[config.mk]
export PLATFORM = sky130hd
export DESIGN_NAME = rational_angle_table_builder
export DESIGN_NICKNAME = d
export VERILOG_FILES = /design/src/hw/rtl/ratb_pkg.sv /design/src/hw/rtl/rational_angle_table_builder.sv /design/src/hw/rtl/ratb_gcd.sv
export SDC_FILE = /design/constraint.sdc
export NUM_CORES = 1
export LEC_CHECK = 0
export BUFFER_PORTS_ARGS = -buffer_cell sky130_fd_sc_hd__buf_4
export CAP_MARGIN = 20
export CORE_UTILIZATION = 39
export DETAILED_ROUTE_END_ITERATION = 10
export SLEW_MARGIN = 0
export SYNTH_ARGS = -nofsm -noshare
export SYNTH_HDL_FRONTEND = slang
export SYNTH_SLANG_ARGS = --single-unit
[constraint.sdc]
create_clock -name clk_i -period 19.2 [get_ports clk_i]
set_input_delay 0.96 -clock clk_i [delete_from_list [all_inputs] [get_ports clk_i]]
set_output_delay 0.96 -clock clk_i [all_outputs]
set_load 0.01 [all_outputs]
[src/hw/rtl/ratb_pkg.sv]
`default_nettype none
package ratb_pkg;
  typedef struct packed {
    logic [4:0] sin;
    logic [4:0] cos;
  } pair_t;
endpackage
`default_nettype wire

[src/hw/rtl/rational_angle_table_builder.sv]
`default_nettype none
// Builds a table of rational points (s, c) near the quarter circle of radius d, sorted by
// angle, one output beat per entry with gcd(s, c) and tlast on the final entry. One
// request runs through a sequencer around a single 5x5 multiply-compare unit: roots by
// incremental search, insertion by a scan and shift of the table memory, and gcd by
// subtraction. tready is low from the accepted request until the last beat is taken,
// including any output stalls. Denominators above DEN_MAX saturate to DEN_MAX.
module rational_angle_table_builder
  import ratb_pkg::*;
#(
  parameter int DEN_MAX     = 31,
  parameter int TABLE_DEPTH = 64
) (
  input  wire logic       clk_i,
  input  wire logic       rst_ni,
  input  wire logic       s_axis_tvalid,
  output logic            s_axis_tready,
  input  wire logic [7:0] s_axis_tdata,   // [4:0] denominator
  output logic            m_axis_tvalid,
  input  wire logic       m_axis_tready,
  output logic [15:0]     m_axis_tdata,   // [4:0] sine, [9:5] cosine, [14:10] gcd
  output logic            m_axis_tlast
);
  localparam int AW = $clog2(TABLE_DEPTH);
  localparam int CW = AW + 1;

  localparam logic [3:0] S_IDLE  = 4'd0;
  localparam logic [3:0] S_ROOT  = 4'd1;
  localparam logic [3:0] S_RFIX  = 4'd2;
  localparam logic [3:0] S_SCAN  = 4'd3;
  localparam logic [3:0] S_SCMP  = 4'd4;
  localparam logic [3:0] S_SHRD  = 4'd5;
  localparam logic [3:0] S_SHWR  = 4'd6;
  localparam logic [3:0] S_INS   = 4'd7;
  localparam logic [3:0] S_ORD   = 4'd8;
  localparam logic [3:0] S_OGCD  = 4'd9;
  localparam logic [3:0] S_OWAIT = 4'd10;
  localparam logic [3:0] S_OUT   = 4'd11;

  logic [3:0]    st_q, st_d;
  logic [4:0]    den_q, den_d, i_q, i_d, r_q, r_d;
  logic [9:0]    n_q, n_d, d2_q, d2_d;
  logic          sw_q, sw_d;
  logic [CW-1:0] cnt_q, cnt_d, pos_q, pos_d, k_q, k_d;
  pair_t         mem [TABLE_DEPTH];
  pair_t         rd_q;
  logic [AW-1:0] raddr;
  logic          we;
  logic [AW-1:0] waddr;
  pair_t         wdata;
  logic [4:0]    gcd_q, gcd_d;
  logic          last_q, last_d;
  logic          gstart, gdone;
  logic [4:0]    gres;

  // shared multiply unit: a * b, 10 bits
  logic [4:0] mul_a, mul_b;
  logic [9:0] prod, lhs_q, lhs_d;
  assign prod = 10'(mul_a) * 10'(mul_b);

  pair_t cur;
  assign cur.sin = sw_q ? r_q : i_q;
  assign cur.cos = sw_q ? i_q : r_q;

  logic [4:0] din;
  assign din = (s_axis_tdata[4:0] > 5'(DEN_MAX)) ? 5'(DEN_MAX) : s_axis_tdata[4:0];

  ratb_gcd u_gcd (
    .clk_i(clk_i), .rst_ni(rst_ni), .start_i(gstart),
    .a_i(rd_q.sin), .b_i(rd_q.cos), .done_o(gdone), .gcd_o(gres)
  );

  always_comb begin
    st_d = st_q; den_d = den_q; i_d = i_q; r_d = r_q; n_d = n_q; sw_d = sw_q;
    cnt_d = cnt_q; pos_d = pos_q; k_d = k_q; gcd_d = gcd_q; last_d = last_q;
    lhs_d = lhs_q; d2_d = d2_q;
    raddr = pos_q[AW-1:0]; we = 1'b0; waddr = pos_q[AW-1:0]; wdata = cur;
    mul_a = r_q; mul_b = r_q; gstart = 1'b0;
    unique case (st_q)
      S_IDLE: begin
        mul_a = din; mul_b = din;
        if (s_axis_tvalid) begin
          den_d = din; i_d = 5'd0; cnt_d = '0;
          d2_d = prod;
          n_d = prod; // seeded for i = 0
          r_d = 5'd0; st_d = S_ROOT;
        end
      end
      // floor root: grow r while (r+1)^2 <= n
      S_ROOT: begin
        mul_a = r_q + 5'd1; mul_b = r_q + 5'd1;
        if ({1'b0, prod} <= {1'b0, n_q} && r_q != 5'd31) r_d = r_q + 5'd1;
        else st_d = S_RFIX;
      end
      S_RFIX: begin
        mul_a = r_q; mul_b = r_q;
        if (n_q - prod > 10'(r_q)) r_d = r_q + 5'd1;
        sw_d = 1'b0; pos_d = '0; st_d = S_SCAN;
      end
      // read entry at pos
      S_SCAN: begin
        raddr = pos_q[AW-1:0];
        if (pos_q == cnt_q) st_d = S_INS;
        else st_d = S_SCMP;
      end
      S_SCMP: begin
        mul_a = rd_q.sin; mul_b = cur.cos;
        lhs_d = prod;
        st_d = S_SHRD; // second half of the compare
      end
      S_SHRD: begin
        mul_a = cur.sin; mul_b = rd_q.cos;
        if (lhs_q == prod) begin
          st_d = S_INS; pos_d = '1; // drop marker
        end else if (lhs_q > prod) begin
          k_d = cnt_q; st_d = S_SHWR;
          raddr = '0;
        end else begin
          pos_d = pos_q + 1'b1; st_d = S_SCAN;
        end
        if (lhs_q > prod && cnt_q >= CW'(TABLE_DEPTH)) begin
          st_d = S_INS; pos_d = '1;
        end
      end
      // shift entries up: read k-1, then write k
      S_SHWR: begin
        if (k_q == pos_q) begin
          st_d = S_INS;
        end else begin
          raddr = AW'(k_q - 1'b1);
          st_d = S_ORD;
        end
      end
      S_ORD: begin
        we = 1'b1; waddr = k_q[AW-1:0]; wdata = rd_q;
        k_d = k_q - 1'b1; st_d = S_SHWR;
      end
      S_INS: begin
        if (pos_q != '1 && cnt_q < CW'(TABLE_DEPTH)) begin
          we = 1'b1; waddr = pos_q[AW-1:0]; wdata = cur;
          cnt_d = cnt_q + 1'b1;
        end
        if (!sw_q) begin
          sw_d = 1'b1; pos_d = '0; st_d = S_SCAN;
        end else if (i_q == den_q) begin
          k_d = '0; st_d = S_OGCD; raddr = '0;
        end else begin
          i_d = i_q + 5'd1;
          mul_a = i_q + 5'd1; mul_b = i_q + 5'd1;
          n_d = d2_q - prod;
          r_d = 5'd0; st_d = S_ROOT;
        end
      end
      S_OGCD: begin
        raddr = k_q[AW-1:0];
        st_d = S_OWAIT;
      end
      S_OWAIT: begin
        raddr = k_q[AW-1:0];
        gstart = (lhs_q != 10'h3fe);
        lhs_d = 10'h3fe;
        if (gdone) begin
          gcd_d = gres; last_d = (k_q + 1'b1 == cnt_q); st_d = S_OUT;
        end
      end
      S_OUT: begin
        raddr = k_q[AW-1:0];
        if (m_axis_tready) begin
          lhs_d = '0;
          if (last_q) st_d = S_IDLE;
          else begin
            k_d = k_q + 1'b1; st_d = S_OGCD;
          end
        end
      end
      default: st_d = S_IDLE;
    endcase
  end

  assign s_axis_tready = (st_q == S_IDLE);
  assign m_axis_tvalid = (st_q == S_OUT);
  assign m_axis_tdata  = {1'b0, gcd_q, rd_q.cos, rd_q.sin};
  assign m_axis_tlast  = last_q;

  always_ff @(posedge clk_i or negedge rst_ni) begin
    if (!rst_ni) begin
      st_q <= S_IDLE; cnt_q <= '0;
    end else begin
      st_q <= st_d; cnt_q <= cnt_d;
    end
  end

  always_ff @(posedge clk_i) begin
    den_q <= den_d; i_q <= i_d; r_q <= r_d; n_q <= n_d; sw_q <= sw_d; d2_q <= d2_d;
    pos_q <= pos_d; k_q <= k_d; gcd_q <= gcd_d; last_q <= last_d; lhs_q <= lhs_d;
  end

  // table memory, registered read
  always_ff @(posedge clk_i) begin
    if (we) mem[waddr] <= wdata;
    rd_q <= mem[raddr];
  end
endmodule
`default_nettype wire

[src/hw/rtl/ratb_gcd.sv]
`default_nettype none
// Euclidean gcd by repeated subtraction, one subtract or swap per cycle.
module ratb_gcd
  import ratb_pkg::*;
(
  input  wire logic       clk_i,
  input  wire logic       rst_ni,
  input  wire logic       start_i,
  input  wire logic [4:0] a_i,
  input  wire logic [4:0] b_i,
  output logic            done_o,
  output logic [4:0]      gcd_o
);
  logic [4:0] a_q, a_d, b_q, b_d;
  logic       busy_q, busy_d;

  always_comb begin
    a_d = a_q;
    b_d = b_q;
    busy_d = busy_q;
    done_o = 1'b0;
    if (start_i) begin
      a_d = a_i;
      b_d = b_i;
      busy_d = 1'b1;
    end else if (busy_q) begin
      if (b_q == 5'd0) begin
        done_o = 1'b1;
        busy_d = 1'b0;
      end else if (a_q >= b_q) begin
        a_d = a_q - b_q;
      end else begin
        a_d = b_q;
        b_d = a_q;
      end
    end
  end
  assign gcd_o = a_q;

  always_ff @(posedge clk_i or negedge rst_ni) begin
    if (!rst_ni) begin
      busy_q <= 1'b0;
    end else begin
      busy_q <= busy_d;
    end
  end
  always_ff @(posedge clk_i) begin
    a_q <= a_d;
    b_q <= b_d;
  end
endmodule
`default_nettype wire

Yosys cells after proc, flatten, opt, wreduce, memory -nomap -nowiden
Memory sizes are Yosys's and may differ from the RTL's. A register that Yosys moved wholly into a read port is not among the register bits.
Index checks and enable logic that the tools add are counted.
- add/sub/neg operators: 9
- multiply operators: 1
- $lt $le $gt $ge: 7
- equal/unequal tests: 36
- multiplexer cells: 78
- reductions and logical operators: 24
- operators with widths (kind ; count):
    $mux W5 ; 20
    $mux W7 ; 12
    $mux W10 ; 5
    $pmux W5 S5 ; 2
    $pmux W4 S12 ; 1
    $mux W4 ; 9
    $mux W6 ; 6
    $ne A2 B2 Y1 const B ; 15
    $pmux W10 S3 ; 1
    $pmux W7 S4 ; 1
    $pmux W6 S4 ; 1
    $add A7 B1 Y7 const B ; 3
    $eq A7 B7 Y1 ; 3
    $pmux W7 S3 ; 1
    $pmux W10 S2 ; 1
    $pmux W5 S4 ; 1
    $sub A10 B10 Y10 ; 2
    $eq A4 B3 Y1 const B ; 4
    $eq A4 B4 Y1 const B ; 4
    $pmux W7 S2 ; 1
    $add A5 B1 Y5 const B ; 2
    $eq A10 B10 Y1 ; 1
    $gt A10 B10 Y1 ; 1
    $gt A10 B5 Y1 ; 1
    other kinds (33) ; 57
- register bits: 88
- memory bits (writable): 640
- output and inout port bits: 19
- word-level logic and storage cells: 172
- memories: 1
- memories (name ; depth ; bits a word ; rd ports ; clocked after memory_dff ; write ports ; line ; source):
    mem ; 64 ; 10 ; 1 ; 1 ; 1 ; rational_angle_table_builder.sv:45 ; pair_t mem [TABLE_DEPTH];

Longest topological paths before layout
- word-level depth: 10
- gate-level depth with buffers: 38
- mapped depth without buffers: 34

Modules after synthesis
Synthesis repeated with hierarchy kept, for this count alone.
- cells, all modules: 2835
- area, all modules: 33442.1 um^2
- modules (own cells, without submodules) (module ; instances ; cells an instance ; area each (um^2) ; seq. area each (um^2)):
    rational_angle_table_builder ; 1 ; 2759 ; 32648.8 ; 21675.8
    ratb_gcd ; 1 ; 76 ; 793.3 ; 325.3

Least setup slack after synthesis
OpenSTA, ideal clock, no wires.
- kind: flip-flop to flip-flop
- from: reg st_q[0]
- to: reg, netlist name m_axis_tdata[0]
- arrival: 7.722 ns
- data required time: 19.062 ns
- slack: 11.340 ns
- stages on the path, launching flop included: 33
- path buffers: 5
- period minus slack after synthesis: 7.860 ns
- cell sequence: dfrtp_1 or2_2 clkbuf_1 nor3_1 a221oi_1 o211ai_1 o21ai_0 or2_2 fa_1 fa_1 fa_1 inv_1 ha_1 a21oi_1 o21bai_1 a21oi_1 o21bai_1 a21oi_1 xnor2_1 ha_1 o31ai_1 a211oi_1 a21oi_1 a31o_1 buf_4 a41oi_4 buf_6 buf_2 buf_2 mux2i_1 o22ai_1 o41ai_1 nand4_1
- longest elaborated chain between the ends: 7
- RTL lines (element ; line ; source):
    from (decl) ; rational_angle_table_builder.sv:40 ; logic [3:0] st_q, st_d;
    from (signal assigned) ; rational_angle_table_builder.sv:189 ; st_q <= st_d; cnt_q <= cnt_d;
    $logic_not A4 Y1 * ; n/a ;
    net s_axis_tready ; rational_angle_table_builder.sv:17 ; output logic s_axis_tready,
    $pmux W5 S5 ; rational_angle_table_builder.sv:79 ; unique case (st_q)
    $mul A5 B5 Y10 * ; rational_angle_table_builder.sv:59 ; assign prod = 10'(mul_a) * 10'(mul_b);
    $gt A10 B10 Y1 ; rational_angle_table_builder.sv:115 ; end else if (lhs_q > prod) begin
    $mux W6 ; rational_angle_table_builder.sv:115 ;
    $mux W6 * ; rational_angle_table_builder.sv:113 ; if (lhs_q == prod) begin
    $pmux W6 S4 * ; rational_angle_table_builder.sv:79 ;
Mark *: on every way through the listed nets, which the timed path passes. The rest lies on a longest branch.
A chain may end at the register's enable or synchronous reset.

Worst setup path after layout
- from: reg st_q[0]
- to: reg, netlist name m_axis_tdata[7]
- longest elaborated chain between the ends: 7
- RTL lines (element ; line):
    $eq A4 B3 Y1, or another cell as far along ; rational_angle_table_builder.sv:79
    $pmux W5 S5 ; rational_angle_table_builder.sv:79
    $mul A5 B5 Y10 ; rational_angle_table_builder.sv:59
    $gt A10 B10 Y1 ; rational_angle_table_builder.sv:115
    $mux W6 ; rational_angle_table_builder.sv:115
    $mux W6 ; rational_angle_table_builder.sv:113
    $pmux W6 S4 * ; rational_angle_table_builder.sv:79
Mark *: on every way between the ends. The rest lies on a longest branch, timed or not.

==> impl_metrics.csv <==
group,metric,value,unit
status,status,"finished clean",
worst_setup_path,crit_arrival,12010,ps
placement,port_buffers,26,
worst_setup_path,start_kind,"flip-flop",
clocking,cts_hold_buf,0,
synth,synth_compound_area_share,8.611,%
worst_setup_path,crit_family,"compound AO/OA/AOI/OAI gates",
clocking,numCtsBuffers,79,
clocking,cts_resized,0,
layout,final_cell_mix,"edfxtp_1, mux2i_1, nor2_1",
worst_setup_path,cp_common_cell,"a21oi_1",
clocking,cts.sinks,738,
synth,synthSimpleGateAreaFrac,5.836,%
detailed_routing,wl_per_cell,23.41,µm
worst_setup_path,cpMaxStageDelayCell,"a41oi_4",
grt,grt_pass1_vias,18480,
grt,overflow,0,
grt,track_usage,18.51,%
layout,area_growth,12.02,%
timing,setup_viol,0,
worst_setup_path,cp_data_required_time,19580,ps
placement,routabilityCongestion,0.9026,
timing,worst_pin_slew,1288,ps
timing,tns,0,ps
synth,muxShareOfSynthArea,10.48,%
synth,synth-edff-count,716,
synth,synthAdderAreaFrac,3.116,%
layout,mostFrequentLayoutCell,"edfxtp_1",
detailed_routing,drc_errors,0,
timing,drv_slew,0,
worst_hold_path,hp-class,"input port to async pin",
timing,maxSlewHeadroom,14.11,%
timing,final_hold_viol_count,0,
floorplanning,io_pins,31,
job,cap_violations,0,
layout,drive_gt1_share,9.485,%
synth,ys.flop_type,"edfxtp_1",
synth,postSynth.asyncResetShare,1.626,%
detailed_routing,viasPerCell,5.600,
detailed_routing,ant_nets,0,
placement,dpl.hpwl,48.86,mm
detailed_routing,drt_iter0_drc,1891,
floorplanning,coreArea,82370,µm²
timing,period_minus_slack,11630,ps
detailed_routing,wirelength,79.09,mm
synth,synthCells,2228,
synth,ys_ff_latch,738,
timing,rsz0062_at_grt,"no",
detailed_routing,num_vias,18920,
synth,avgSynthCellArea,14.64,µm²
floorplanning,dieArea,84770,µm²
layout,diodes,0,
grt,antenna_found_initial,2,
clocking,ctsLongestPathBuffers,3,
detailed_routing,dr.pass1.iters,5,
synth,synth_fp_nets,2314,
timing,finClkSkew,39.06,ps
timing,fin_crit_sh,60.55,%
timing,fmax,86.02,MHz
synth,synth_xor_area_share,1.800,%
floorplanning,start_util,39.59,%
layout,nNetsFinal,2331,
synth,synth_seq_area_share,67.47,%
clocking,cts_setup_buffers,0,
clocking,cts_root_buffer,"clkbuf_16",
synth,syn_area,32610,µm²
clocking,cts_htree_levels,3,
worst_setup_path,max_stage_delay,910,ps
worst_setup_path,ff2ff_path_depth,31,
grt,grt_pass1_wl,117.1,mm
floorplanning,fp-row-count,105,
floorplanning,fp.dieH,291.2,µm
grt,grt_start_max_net_pins,133,
clocking,cts_tree,"built",
worst_setup_path,cp-end-kind,"flip-flop",
worst_setup_path,crit_cells,31,
floorplanning,fp.dieW,291.2,µm
worst_setup_path,worstSetupPathType,"flip-flop to flip-flop",
clocking,clkLatencyLatePin,650,ps
worst_setup_path,cp_num_buf_inv,3,
synth,synth_top_family_by_area,"multiplexers",
worst_setup_path,crit_fanout,56,
synth,synth_warnings,0,
synth,synth_cell_types,76,
clocking,clk_pin_slew,60,ps
-- flip-flops by register name, summed over array words and instances, names as in the netlist --
signal,flops
mem,640
d2_q,10
lhs_q,10
m_axis_tdata,10
n_q,10
cnt_q,7
k_q,7
pos_q,7
den_q,5
gcd_q,5
i_q,5
r_q,5
u_gcd.b_q,5
u_gcd.gcd_o,5
st_q,4
m_axis_tlast,1
sw_q,1
u_gcd.busy_q,1
-- cell type report --
| cell class | count | area, µm² |
|---|---|---|
| clock inverter | 49 | 578.1 |
| multi-input combinational | 1299 | 9809 |
| inverter | 67 | 251.5 |
| fill | 7163 | 45850 |
| clock buffer | 96 | 2093 |
| timing repair buffer | 60 | 455.4 |
| tap | 1070 | 1339 |
| sequential | 738 | 22000 |
-- path summary, 6_finish.rpt --
path                                      from               to  slack (ps)
worst max-delay path                   st_q[0]  m_axis_tdata[7]        7570
worst min-delay path                    rst_ni          st_q[0]         190
worst max register to register         st_q[0]  m_axis_tdata[7]        7570
worst min register to register  u_gcd.gcd_o[2]         gcd_q[2]         500
max in group asynchronous               rst_ni         cnt_q[5]       18820
min in group clk_i              u_gcd.gcd_o[2]         gcd_q[2]         500
-- per-stage QoR --
step	cell area [µm²]	std cells	util (%)	setup slack (ps)	hold WS, ps
after floorplan	32610	2228	-	11340	444.0
after global placement	33820	3228	41.06	7503	475.4
after detailed placement	33820	3228	41.06	7349	485.6
after CTS	36490	3373	44.30	7338	171.3
after global routing	36530	3379	44.34	6702	178.9
final	36530	3379	44.34	7575	194.5
-- kinds of logic (layout without fill, tap and decap cells) --
group                    after synthesis  after routing
AO/OA/AOI/OAI                        410            410
XOR/XNOR                              67             67
adder cells (fa/ha/maj)               74             74
buffers and inverters                191            272
flip-flops                           738            738
multiplexers                         340            340
other                                  1              1
AND/OR/NAND/NOR                      407            407
-- cell usage after synthesis, types with 9 or more instances --
library cell	instances	share of area [%]
nand3_1	25	0.38
mux2_2	11	0.38
edfxtp_1	716	66
xnor2_1	43	1.2
nor2b_1	11	0.21
clkbuf_1	54	0.62
o31ai_1	26	0.60
dfxtp_1	10	0.61
o21ai_0	54	0.83
o22a_1	18	0.48
nand2_1	109	1.3
dfrtp_1	12	0.92
a21o_1	12	0.28
nor2_1	148	1.7
a21oi_1	59	0.91
or2_2	9	0.17
o22ai_1	127	2.4
buf_4	13	0.30
nand4_1	17	0.33
and3_1	15	0.29
fa_1	12	0.74
nor3_1	10	0.15
xor2_1	24	0.64
o41ai_1	15	0.40
nand2b_1	17	0.33
inv_1	66	0.76
buf_2	43	0.66
ha_1	62	2.4
mux2i_1	329	10
o221ai_1	19	0.51
-- per-layer routing --
| metal | wire length (µm) | up-vias | GRT usage, % |
|---|---|---|---|
| met3 | 5922 | 118 | 4.047 |
| li1 | - | 8671 | - |
| met5 | 13 | - | 0 |
| met1 | 34050 | 9481 | 25.46 |
| met2 | 37320 | 649 | 29.45 |
| met4 | 1780 | 2 | 5.214 |
Power is not shown: default switching activity piles up to over one toggle a cycle in this logic, so the estimate is an artifact.
